### src/sv/sqfk_pkg.sv
// ----------------------------------------------------------------------------
// sqfk_pkg
// Shared types, constants and helpers for the skeleton quaternion FK block.
// ----------------------------------------------------------------------------
package sqfk_pkg;

   localparam int MAX_JOINTS  = 256;
   localparam int QUAT_BITS   = 16;
   localparam int QFRAC       = QUAT_BITS - 2;
   localparam int IDX_BITS    = $clog2(MAX_JOINTS);
   localparam int CNT_BITS    = 9;
   localparam int ANGLE_BITS  = 16;
   // exact product sums: 2*QUAT_BITS plus three bits of growth
   localparam int ACC_BITS    = 2 * QUAT_BITS + 3;

   // polynomial coefficients, Q30
   localparam logic [31:0] C1 = 32'd1686629713;
   localparam logic [31:0] C3 = 32'd693598668;
   localparam logic [31:0] C5 = 32'd85569306;
   localparam logic [31:0] C7 = 32'd5026995;
   localparam logic [31:0] C9 = 32'd172272;

   // quaternion product selects, in issue order
   localparam logic [1:0] PROD_ZY  = 2'd0;   // qz*qy
   localparam logic [1:0] PROD_EX  = 2'd1;   // t*qx
   localparam logic [1:0] PROD_PRE = 2'd2;   // pre*e
   localparam logic [1:0] PROD_PAR = 2'd3;   // parent*loc

   typedef logic signed [QUAT_BITS-1:0] q_type;

   typedef struct packed {
      q_type x;
      q_type y;
      q_type z;
      q_type w;
   } quat_type;

   // datapath commands
   typedef struct packed {
      logic       load;      // capture a new joint
      logic [2:0] trig_sel;  // 0..5: sin x, cos x, sin y, cos y, sin z, cos z
      logic       trig_go;   // evaluate one sine step sequence
      logic [1:0] prod_sel;  // one of the PROD_* selects
      logic       prod_go;
      logic       finish;    // write table, present result
   } cmd_type;

   typedef struct packed {
      logic busy;            // datapath unit still working
      logic use_parent;      // global product needed
   } sts_type;

   function automatic q_type sat_q(input logic signed [ACC_BITS-1:0] v);
      logic signed [ACC_BITS-1:0] mx;
      logic signed [ACC_BITS-1:0] mn;
      begin
         mx = ACC_BITS'((64'sd1 <<< (QUAT_BITS - 1)) - 1);
         mn = -mx - 1;
         if (v > mx)      sat_q = q_type'(mx);
         else if (v < mn) sat_q = q_type'(mn);
         else             sat_q = q_type'(v);
      end
   endfunction

endpackage

### src/sv/sqfk_ctrl.sv
// ----------------------------------------------------------------------------
// sqfk_ctrl
// Sequencer: loads a joint, runs six sine evaluations and up to four
// quaternion products on the datapath, then hands the result to the output.
// ----------------------------------------------------------------------------
module sqfk_ctrl (
   input  logic              clock,
   input  logic              reset,
   input  logic              req_valid,
   output logic              req_ready,
   input  logic              out_free,
   input  sqfk_pkg::sts_type sts,
   output sqfk_pkg::cmd_type cmd
);
   import sqfk_pkg::*;

   localparam logic [2:0] ST_IDLE  = 3'd0;
   localparam logic [2:0] ST_TRIG  = 3'd1;
   localparam logic [2:0] ST_TWAIT = 3'd2;
   localparam logic [2:0] ST_PROD  = 3'd3;
   localparam logic [2:0] ST_PWAIT = 3'd4;
   localparam logic [2:0] ST_DONE  = 3'd5;

   logic [2:0] state_ff, state_in;
   logic [2:0] tsel_ff, tsel_in;
   logic [1:0] psel_ff, psel_in;

   always_ff @(posedge clock) begin
      if (reset) begin
         state_ff <= ST_IDLE;
         tsel_ff  <= '0;
         psel_ff  <= PROD_ZY;
      end else begin
         state_ff <= state_in;
         tsel_ff  <= tsel_in;
         psel_ff  <= psel_in;
      end
   end

   assign req_ready = (state_ff == ST_IDLE);

   // next state and commands
   always_comb begin
      state_in = state_ff;
      tsel_in  = tsel_ff;
      psel_in  = psel_ff;
      cmd      = '0;
      cmd.trig_sel = tsel_ff;
      cmd.prod_sel = psel_ff;
      unique case (state_ff)
         ST_IDLE: begin
            if (req_valid) begin
               cmd.load = 1'b1;
               tsel_in  = '0;
               psel_in  = PROD_ZY;
               state_in = ST_TRIG;
            end
         end
         ST_TRIG: begin
            cmd.trig_go = 1'b1;
            state_in    = ST_TWAIT;
         end
         ST_TWAIT: begin
            if (!sts.busy) begin
               if (tsel_ff == 3'd5) begin
                  state_in = ST_PROD;
               end else begin
                  tsel_in  = tsel_ff + 3'd1;
                  state_in = ST_TRIG;
               end
            end
         end
         ST_PROD: begin
            cmd.prod_go = 1'b1;
            state_in    = ST_PWAIT;
         end
         ST_PWAIT: begin
            if (!sts.busy) begin
               if (psel_ff == PROD_PAR || (psel_ff == PROD_PRE && !sts.use_parent)) begin
                  state_in = ST_DONE;
               end else begin
                  psel_in  = psel_ff + 2'd1;
                  state_in = ST_PROD;
               end
            end
         end
         ST_DONE: begin
            if (out_free) begin
               cmd.finish = 1'b1;
               state_in   = ST_IDLE;
            end
         end
         default: state_in = ST_IDLE;
      endcase
   end

endmodule

### config.mk
export PLATFORM = sky130hd
export DESIGN_NAME = sqfk_ctrl
export DESIGN_NICKNAME = d
export VERILOG_FILES = /design/src/sv/sqfk_pkg.sv /design/src/sv/sqfk_ctrl.sv
export SDC_FILE = /design/constraint.sdc
export NUM_CORES = 1
export LEC_CHECK = 0
export BUFFER_PORTS_ARGS = -buffer_cell sky130_fd_sc_hd__clkbuf_2
export CAP_MARGIN = 20
export CORE_AREA = 2 2 39 41
export DETAILED_ROUTE_END_ITERATION = 12
export DIE_AREA = 0 0 41 43
export HOLD_SLACK_MARGIN = 0.15
export PLACE_DENSITY = 0.71
export SYNTH_ARGS = -nofsm -noshare
export SYNTH_HDL_FRONTEND = slang
export SYNTH_SLANG_ARGS = --single-unit
### constraint.sdc
create_clock -name clock -period 4.1 [get_ports clock]
set_input_delay 0.205 -clock clock [delete_from_list [all_inputs] [get_ports clock]]
set_output_delay 0.205 -clock clock [all_outputs]
set_load 0.03 [all_outputs]
# Yosys cells after proc, flatten, opt, wreduce, memory -nomap -nowiden

Cells that the tools add are included.

Add/sub/neg operators: 2
Mux-type cells: 21
Equal/unequal tests: 14
Reduce and logical (&&, ||, !) cells: 9

Operators with widths:

| cell                                                                   | number |
|---|---|
| 3-bit two-way mux                                                      | 8 |
| 3-bit case mux with 6 select lines                                     | 1 |
| 2-bit inequality test (second input constant)                          | 6 |
| 4-bit AND reduction                                                    | 3 |
| 3-bit equality test (second input constant)                            | 3 |
| 2-bit two-way mux                                                      | 4 |
| 3-bit by 2-bit equality test with 1-bit output (second input constant) | 2 |
| 1-bit two-way mux                                                      | 6 |
| 3-bit case mux with 2 select lines                                     | 1 |
| 2-bit equality test (second input constant)                            | 2 |
| 2-bit case mux with 2 select lines                                     | 1 |
| 2-bit nonzero test                                                     | 2 |
| 3-bit by 1-bit adder with 3-bit output (second input constant)         | 1 |
| 3-bit by 1-bit equality test with 1-bit output (second input constant) | 1 |
| 3-bit logical NOT                                                      | 1 |
| 2-bit by 1-bit adder with 2-bit output (second input constant)         | 1 |
| 1-bit logical AND                                                      | 1 |
| 1-bit logical NOT                                                      | 1 |
| 1-bit logical OR                                                       | 1 |

Word-level logic and storage cells: 49
Input port bits: 6
Flip-flop bits (word level): 8
Output and inout port bits: 10

# Longest topological paths before layout

Gate-level depths: netlist (run 1).

Word-level depth: 6
Mapped depth: 6
Mapped depth without buffers: 6

# Worst setup path after synthesis (run 1)

OpenSTA, ideal clock, no wires.

Path kind: register to register
Start point: reg psel_ff[1]
End point: reg state_ff[1]
Stages on the path, launching flop included: 6
Library setup time: 0.116 ns
Period minus slack after synthesis: 1.822 ns
Buffers on the path: 0
Required time: 3.984 ns
Slack: 2.278 ns
Arrival time: 1.706 ns
Cell sequence: dfxtp_1 > ha_1 > nor2b_1 > nor3_1 > or4_1 > o211a_1

Longest elaborated chain between the ends: 6
Elaborated cells between the ends (all ways): 7
Those cells by class: eq/ne: 2; mux: 3; reduce/logical: 2

RTL lines:

| what                                 | line            | source |
|---|---|---|
| start, declared                      | sqfk_ctrl.sv:26 | `logic [1:0] psel_ff, psel_in;` |
| start signal, assigned               | sqfk_ctrl.sv:36 | `psel_ff <= psel_in;` |
| 2-bit equality test                  | sqfk_ctrl.sv:79 | `if (psel_ff == PROD_PAR \|\| (psel_ff == PROD_PRE && !sts.use_parent)) begin` |
| 1-bit logical AND                    | sqfk_ctrl.sv:79 |  |
| 1-bit logical OR *                   | sqfk_ctrl.sv:79 |  |
| 3-bit two-way mux *                  | sqfk_ctrl.sv:79 |  |
| 3-bit two-way mux *                  | sqfk_ctrl.sv:78 | `if (!sts.busy) begin` |
| 3-bit case mux with 6 select lines * | sqfk_ctrl.sv:50 | `unique case (state_ff)` |
| end signal, assigned                 | sqfk_ctrl.sv:34 | `state_ff <= state_in;` |
| end, declared                        | sqfk_ctrl.sv:24 | `logic [2:0] state_ff, state_in;` |

Mark *: on every way between the ends. The rest lies on a longest branch, timed or not. The select of a mux whose other input is x is not followed.
A chain may end at the register's enable or synchronous reset.

# Worst setup path after layout (run 1)

Start point: reg state_ff[1]
End point: reg state_ff[1]

Longest elaborated chain between the ends: 3
Elaborated cells between the ends (all ways): 12
Those cells by class: eq/ne: 9; mux: 1; reduce/logical: 2

RTL lines:

| what                                                                   | line |
|---|---|
| 3-bit by 2-bit equality test with 1-bit output (tied with other cells) | sqfk_ctrl.sv:50 |
| 2-bit inequality test (no line)                                        | - |
| 4-bit AND reduction (no line)                                          | - |

Parallel ways exist; a longest one is shown, timed or not.

==> impl_metrics.yaml, run 1 <==
routing:
  route.detailed.drc: 0
  wl_per_cell_um: 12.1
  drtIter0Drc: 11
  wl_um: 1270
  drtAntennaViolNets: 0
  first_pass_iters: 4
  vias_per_cell: 5.60
  vias: 588
synthesis:
  synth_nets: 85
  synth_ff_type: "dfxtp_1"
  synth_area_per_cell_um2: 7.92
  ys_ff_latch: 8
  yosysTopAreaCellShare_pct: 26.9
  yosys.area.top_type: "dfxtp_1"
  yosysSeqAreaShare_pct: 26.9
  synth_area_leaders: "dfxtp_1 (27%), ha_1 (8.4%), nor2_1 (8.2%)"
  yosysMostFrequentCell: "nor2_1"
  yosys_warnings: 0
  yosysUniqueCellTypes: 29
  synth_area_um2: 594
  async_flop_share_pct: 0
  syn_inst: 75
  synth-edff-count: 0
  synth.top_cells.by_count: "nor2_1 (13), a21oi_1 (9), dfxtp_1 (8)"
clock_tree:
  cts.sinks: 8
  clk_pin_slew_worst_paths_ns: 0.06
  ctsResizeCount: 0
  cts_root_buffer: "clkbuf_4"
  cts_tree: "built"
  clk_path_buf_depth: 2
  cts_buffers: 3
  clock_latency_ns: 0.26
  htreeDepth: 1
  postCtsHoldBufs: 0
  postCtsSetupBuffers: 0
floorplanning:
  io_pins: 16
  die-width_um: 41
  die_y_um: 43
  die_area_mm2: 0.00176
  core_area_mm2: 0.00138
  start_util_pct: 42.9
  rows: 14
timing:
  worstMarginPinSlew_ns: 0.476
  min_period_ns: 1.72
  slew_violations: 0
  fin_skew_ns: 0.00285
  max_slew_margin_pct: 68.2
  rsz0062_at_grt: "false"
  max_freq_mhz: 581
  timing.final.crit_share_pct: 42.0
  final_hold_viol_count: 0
  fin_tns_setup_ns: 0
  setup_viol: 0
place:
  place_congestion: 0.854
  portBuffers: 15
  hpwl_um: 939
power_and_ir_drop:
  finalPower_uw: 414
  ir_drop_uv: 299
  leakage_uw: 0.000297
  power-per-cell-area_mw_per_mm2: 602
grt:
  antenna_found_initial: 0
  grt_max_degree: 16
  grt_pass1_vias: 532
  grt_use_total_pct: 18.1
  overflow: 0
  grt_first_pass_wirelength_um: 2150
finish:
  synthToLayoutAreaGrowth_pct: 15.8
  layout-drive-gt1-share_pct: 25.8
  nets: 101
  diodes: 0
  fin_util_pct: 49.7
critical_path:
  crit_slowest_cell: "dfxtp_1"
  path_delay_family: "simple AND/OR/NAND/NOR gates"
  arrival_ns: 1.88
  path_max_fanout: 15
  crit_type: "reg2reg"
  worstPathRequired_ns: 4.26
  slowest_delay_ns: 0.61
  path_cells: "nand2b_1 > and3_4 > or4_1 > o211a_1"
  crit_buf_inv: 0
  cp-start-kind: "flip-flop"
  cp-end-kind: "flip-flop"
job:
  timing.max_cap.violations: 0
worst_hold_path:
  hold_class: "in2reg"
run_status:
  status: "finished clean"
registers in the layout, summed over array words and instances (netlist names):
register,count
psel_ff,2
state_ff,3
tsel_ff,3
worst paths after layout:
kind                              end                     start  slack [ns]  cells past startpoint
min           tsel_ff[1]$_SDFFE_PP0P_                     reset        0.24                      2
max reg2reg  state_ff[1]$_SDFFE_PP0P_  state_ff[1]$_SDFFE_PP0P_        2.38                      4
min reg2reg   tsel_ff[1]$_SDFFE_PP0P_   tsel_ff[1]$_SDFFE_PP0P_        0.51                      2
max          state_ff[1]$_SDFFE_PP0P_  state_ff[1]$_SDFFE_PP0P_        2.38                      4
stage by stage:
| step | area (µm²) | hold slack [ns] | instances | setup slack, ns |
|---|---|---|---|---|
| 5_1_grt | 688 | 0.229 | 105 | 2.22 |
| 3_3_place_gp | 666 | 0.501 | 102 | 2.44 |
| 6_report | 688 | 0.238 | 105 | 2.38 |
| 2_1_floorplan | 594 | 0.425 | 75 | 2.28 |
| 4_1_cts | 688 | 0.232 | 105 | 2.39 |
| 3_5_place_dp | 666 | 0.507 | 102 | 2.40 |
worst register-to-register path: cells and delay by family, from the launching register on:
family | cells | cell delay, ns
and+or+nand+nor | 3 | 0.87
DFF | 1 | 0.61
AOI/OAI and AO/OA | 1 | 0.14
metal layers:
layer / GRT usage [%] / vias to the layer above / share of wire, %
li1: - / 296 / -
met1: 22.5 / 269 / 46
met2: 25.6 / 20 / 47
met3: 6.28 / 3 / 4.6
met4: 10.7 / 0 / 1.8
met5: 0 / - / 0
layout by cell type, fill, tap and decap left out:
cell	count
a2111o_1	1
a2111oi_2	1
a211oi_1	2
a21oi_1	9
a22oi_1	1
and3_4	1
clkbuf_2	15
clkbuf_4	3
dfxtp_1	8
ha_1	4
inv_1	4
mux2_2	1
mux2i_1	1
nand2_1	4
nand2b_1	3
nand4b_1	1
nor2_1	13
nor2b_1	3
nor3_1	4
nor4_4	1
o211a_1	1
o21ai_0	3
o22a_1	1
or2_1	1
or3b_1	1
or3b_4	1
or4_1	1
report_power, final:
part           switching [µW]  total, µW  internal (µW)
Combinational             129        216           87.8
Clock                    30.4       64.1           33.7
Sequential               40.2        134           93.4
layout make-up:
cell class | count | area (µm²)
clock buffers | 3 | 22.5
fillers | 139 | 696
inverters | 4 | 15.0
multi-input cells | 59 | 395
flip-flops and latches | 8 | 160
well taps | 16 | 20.0
repair buffers | 15 | 75.1
cell families (layout without fill, tap and decap cells):
family / Yosys count / count (layout) / synth area share (%)
flip-flops: 8 / 8 / 26.9
buffers and inverters: 8 / 22 / 6.52
adder cells (fa/ha/maj): 4 / 4 / 8.42
AO/OA/AOI/OAI: 19 / 19 / 21.5
AND/OR/NAND/NOR: 34 / 34 / 33.1
multiplexers: 2 / 2 / 3.58
Power figures use the tool's default switching activity.
==> inputs of run 2 (changes only) <==
==> constraint.sdc (replaced) <==
create_clock -name clock -period 1.8 [get_ports clock]
set_input_delay 0.09 -clock clock [delete_from_list [all_inputs] [get_ports clock]]
set_output_delay 0.09 -clock clock [all_outputs]
set_load 0.03 [all_outputs]
==> run 2 against run 1 <==
Global-route usage shrank 0.77 points. Via count is 0.17% lower. Non-clock buffer count up 3. Flip-flop and latch count unchanged. Maximum frequency increased by 8.9%.
==> impl_metrics.yaml, run 2 (same netlist as run 1, synthesis figures left out) <==
finish:
  multi_input_area_um2: 395
  final_cell_count_no_fill: 108
  synthToLayoutAreaGrowth_pct: 20.4
  diodes: 0
  fillCellCount: 137
  final_cell_mix: "clkbuf_2 (15), nor2_1 (13), a21oi_1 (9), dfxtp_1 (6)"
  nets: 104
  layout-drive-gt1-share_pct: 29.3
  largest_registers: "state_ff x3, tsel_ff x3, psel_ff x2"
  final_common_cell: "clkbuf_2"
  regArea_um2: 163
clock_tree:
  clock_latency_ns: 0.27
  htreeDepth: 1
  clk_path_buf_depth: 2
  cts_root_buffer: "clkbuf_4"
  cts_tree: "built"
  postCtsSetupBuffers: 0
  clk_pin_slew_worst_paths_ns: 0.06
  cts_buffers: 3
  cts.sinks: 8
floorplanning:
  die_area_mm2: 0.00176
  rows: 14
  io_pins: 16
  core_area_mm2: 0.00138
  start_util_pct: 42.9
  die-width_um: 41
  die_y_um: 43
worst_hold_path:
  hold_class: "in2reg"
grt:
  overflow: 0
  grt_first_pass_wirelength_um: 1940
  grt_pass1_vias: 492
  antenna_found_initial: 0
  grt_use_total_pct: 17.3
  grt_max_degree: 16
power_and_ir_drop:
  power-per-cell-area_mw_per_mm2: 1330
  ir_drop_uv: 643
  intPower_uw: 504
  p_clk_share_pct: 15.4
  switchingPower_uw: 445
  leakage_uw: 0.000313
  p_comb_share_pct: 54.0
  p_seq_share_pct: 30.6
  p_sw_share_pct: 46.9
critical_path:
  worstPathRequired_ns: 1.96
  crit_type: "reg2reg"
  arrival_ns: 1.74
  cp-start-kind: "flip-flop"
  cp-end-kind: "flip-flop"
  path_max_fanout: 11
timing:
  fin_tns_setup_ns: 0
  rsz0062_at_grt: "false"
  worstMarginPinSlew_ns: 0.463
  max_slew_margin_pct: 69.1
  setup_viol: 0
  max_freq_mhz: 633
  slew_violations: 0
  fin_skew_ns: 0.00292
  final_hold_viol_count: 0
  timing.final.crit_share_pct: 87.8
  min_period_ns: 1.58
routing:
  drtIter0Drc: 2
  drtAntennaViolNets: 0
  route.detailed.drc: 0
  vias: 587
  wl_per_cell_um: 11.1
  vias_per_cell: 5.44
  wl_um: 1200
  first_pass_iters: 7
place:
  place_congestion: 0.821
  placedCellCount: 104
  hpwl_um: 923
  portBuffers: 15
run_status:
  status: "finished clean"
job:
  timing.max_cap.violations: 0
run 2: changes by cell type in the layout (fill, tap and decap cells not counted), sizes merged:
cell	before	now
dlygate4sd3	0	1
buf	0	2
run 2: final timing paths:
kind | cells after the start | slack (ns) | from | end
worst min-delay path | 4 | 0.18 | out_free | state_ff[0]$_SDFFE_PP0P_
worst max-delay path | 4 | 0.22 | state_ff[0]$_SDFFE_PP0P_ | state_ff[1]$_SDFFE_PP0P_
worst min register to register | 2 | 0.54 | tsel_ff[1]$_SDFFE_PP0P_ | tsel_ff[1]$_SDFFE_PP0P_
worst max register to register | 4 | 0.22 | state_ff[0]$_SDFFE_PP0P_ | state_ff[1]$_SDFFE_PP0P_
run 2: critical path, cell delays in order, from the launching register on:
cell	delay, ns
dfxtp_1	0.53
or3b_4	0.24
nor3_1	0.06
or4_1	0.51
o211a_1	0.13
run 2: repair_timing:
item	in CTS	in global routing
resized for setup	0	1
hold buffers	1	0
endpoints found under the setup margin	0	1
hold endpoints to repair	7	0
run 2: power by group through the flow:
stage | sequential (µW) | clock (µW) | combinational, µW
after floorplan | 256 | 0 | 454
after global placement | 291 | 0 | 509
after detailed placement | 291 | 0 | 515
after CTS | 287 | 147 | 518
after global routing | 301 | 159 | 560
final | 290 | 146 | 513
run 2: routing by layer:
layer,vias up,wire (µm),global-route usage (%)
li1,297,-,-
met1,273,538,20.1
met2,12,558,23.1
met3,5,52,6.28
met4,0,53,16.0
met5,-,0,0
run 2: stage by stage:
step                power [µW]  setup WS [ns]  area (µm²)  utilization, %  hold slack [ns]
finish                     949          0.219         716            51.7            0.181
global route              1020         0.0974         716            51.7            0.186
CTS                        952          0.124         714            51.6            0.182
detailed placement         806          0.129         682            49.3            0.391
global placement           800          0.182         682            49.3            0.394
floorplan                  710         0.0307         596               -            0.310
run 2: final cells by class:
class / instances / share of cell area [%]
Clock buffer: 3 / 3.15
Inverter: 4 / 2.10
Multi-Input combinational cell: 59 / 55.2
Sequential cell: 8 / 22.7
Tap cell: 16 / 2.80
Timing Repair Buffer: 18 / 14.0
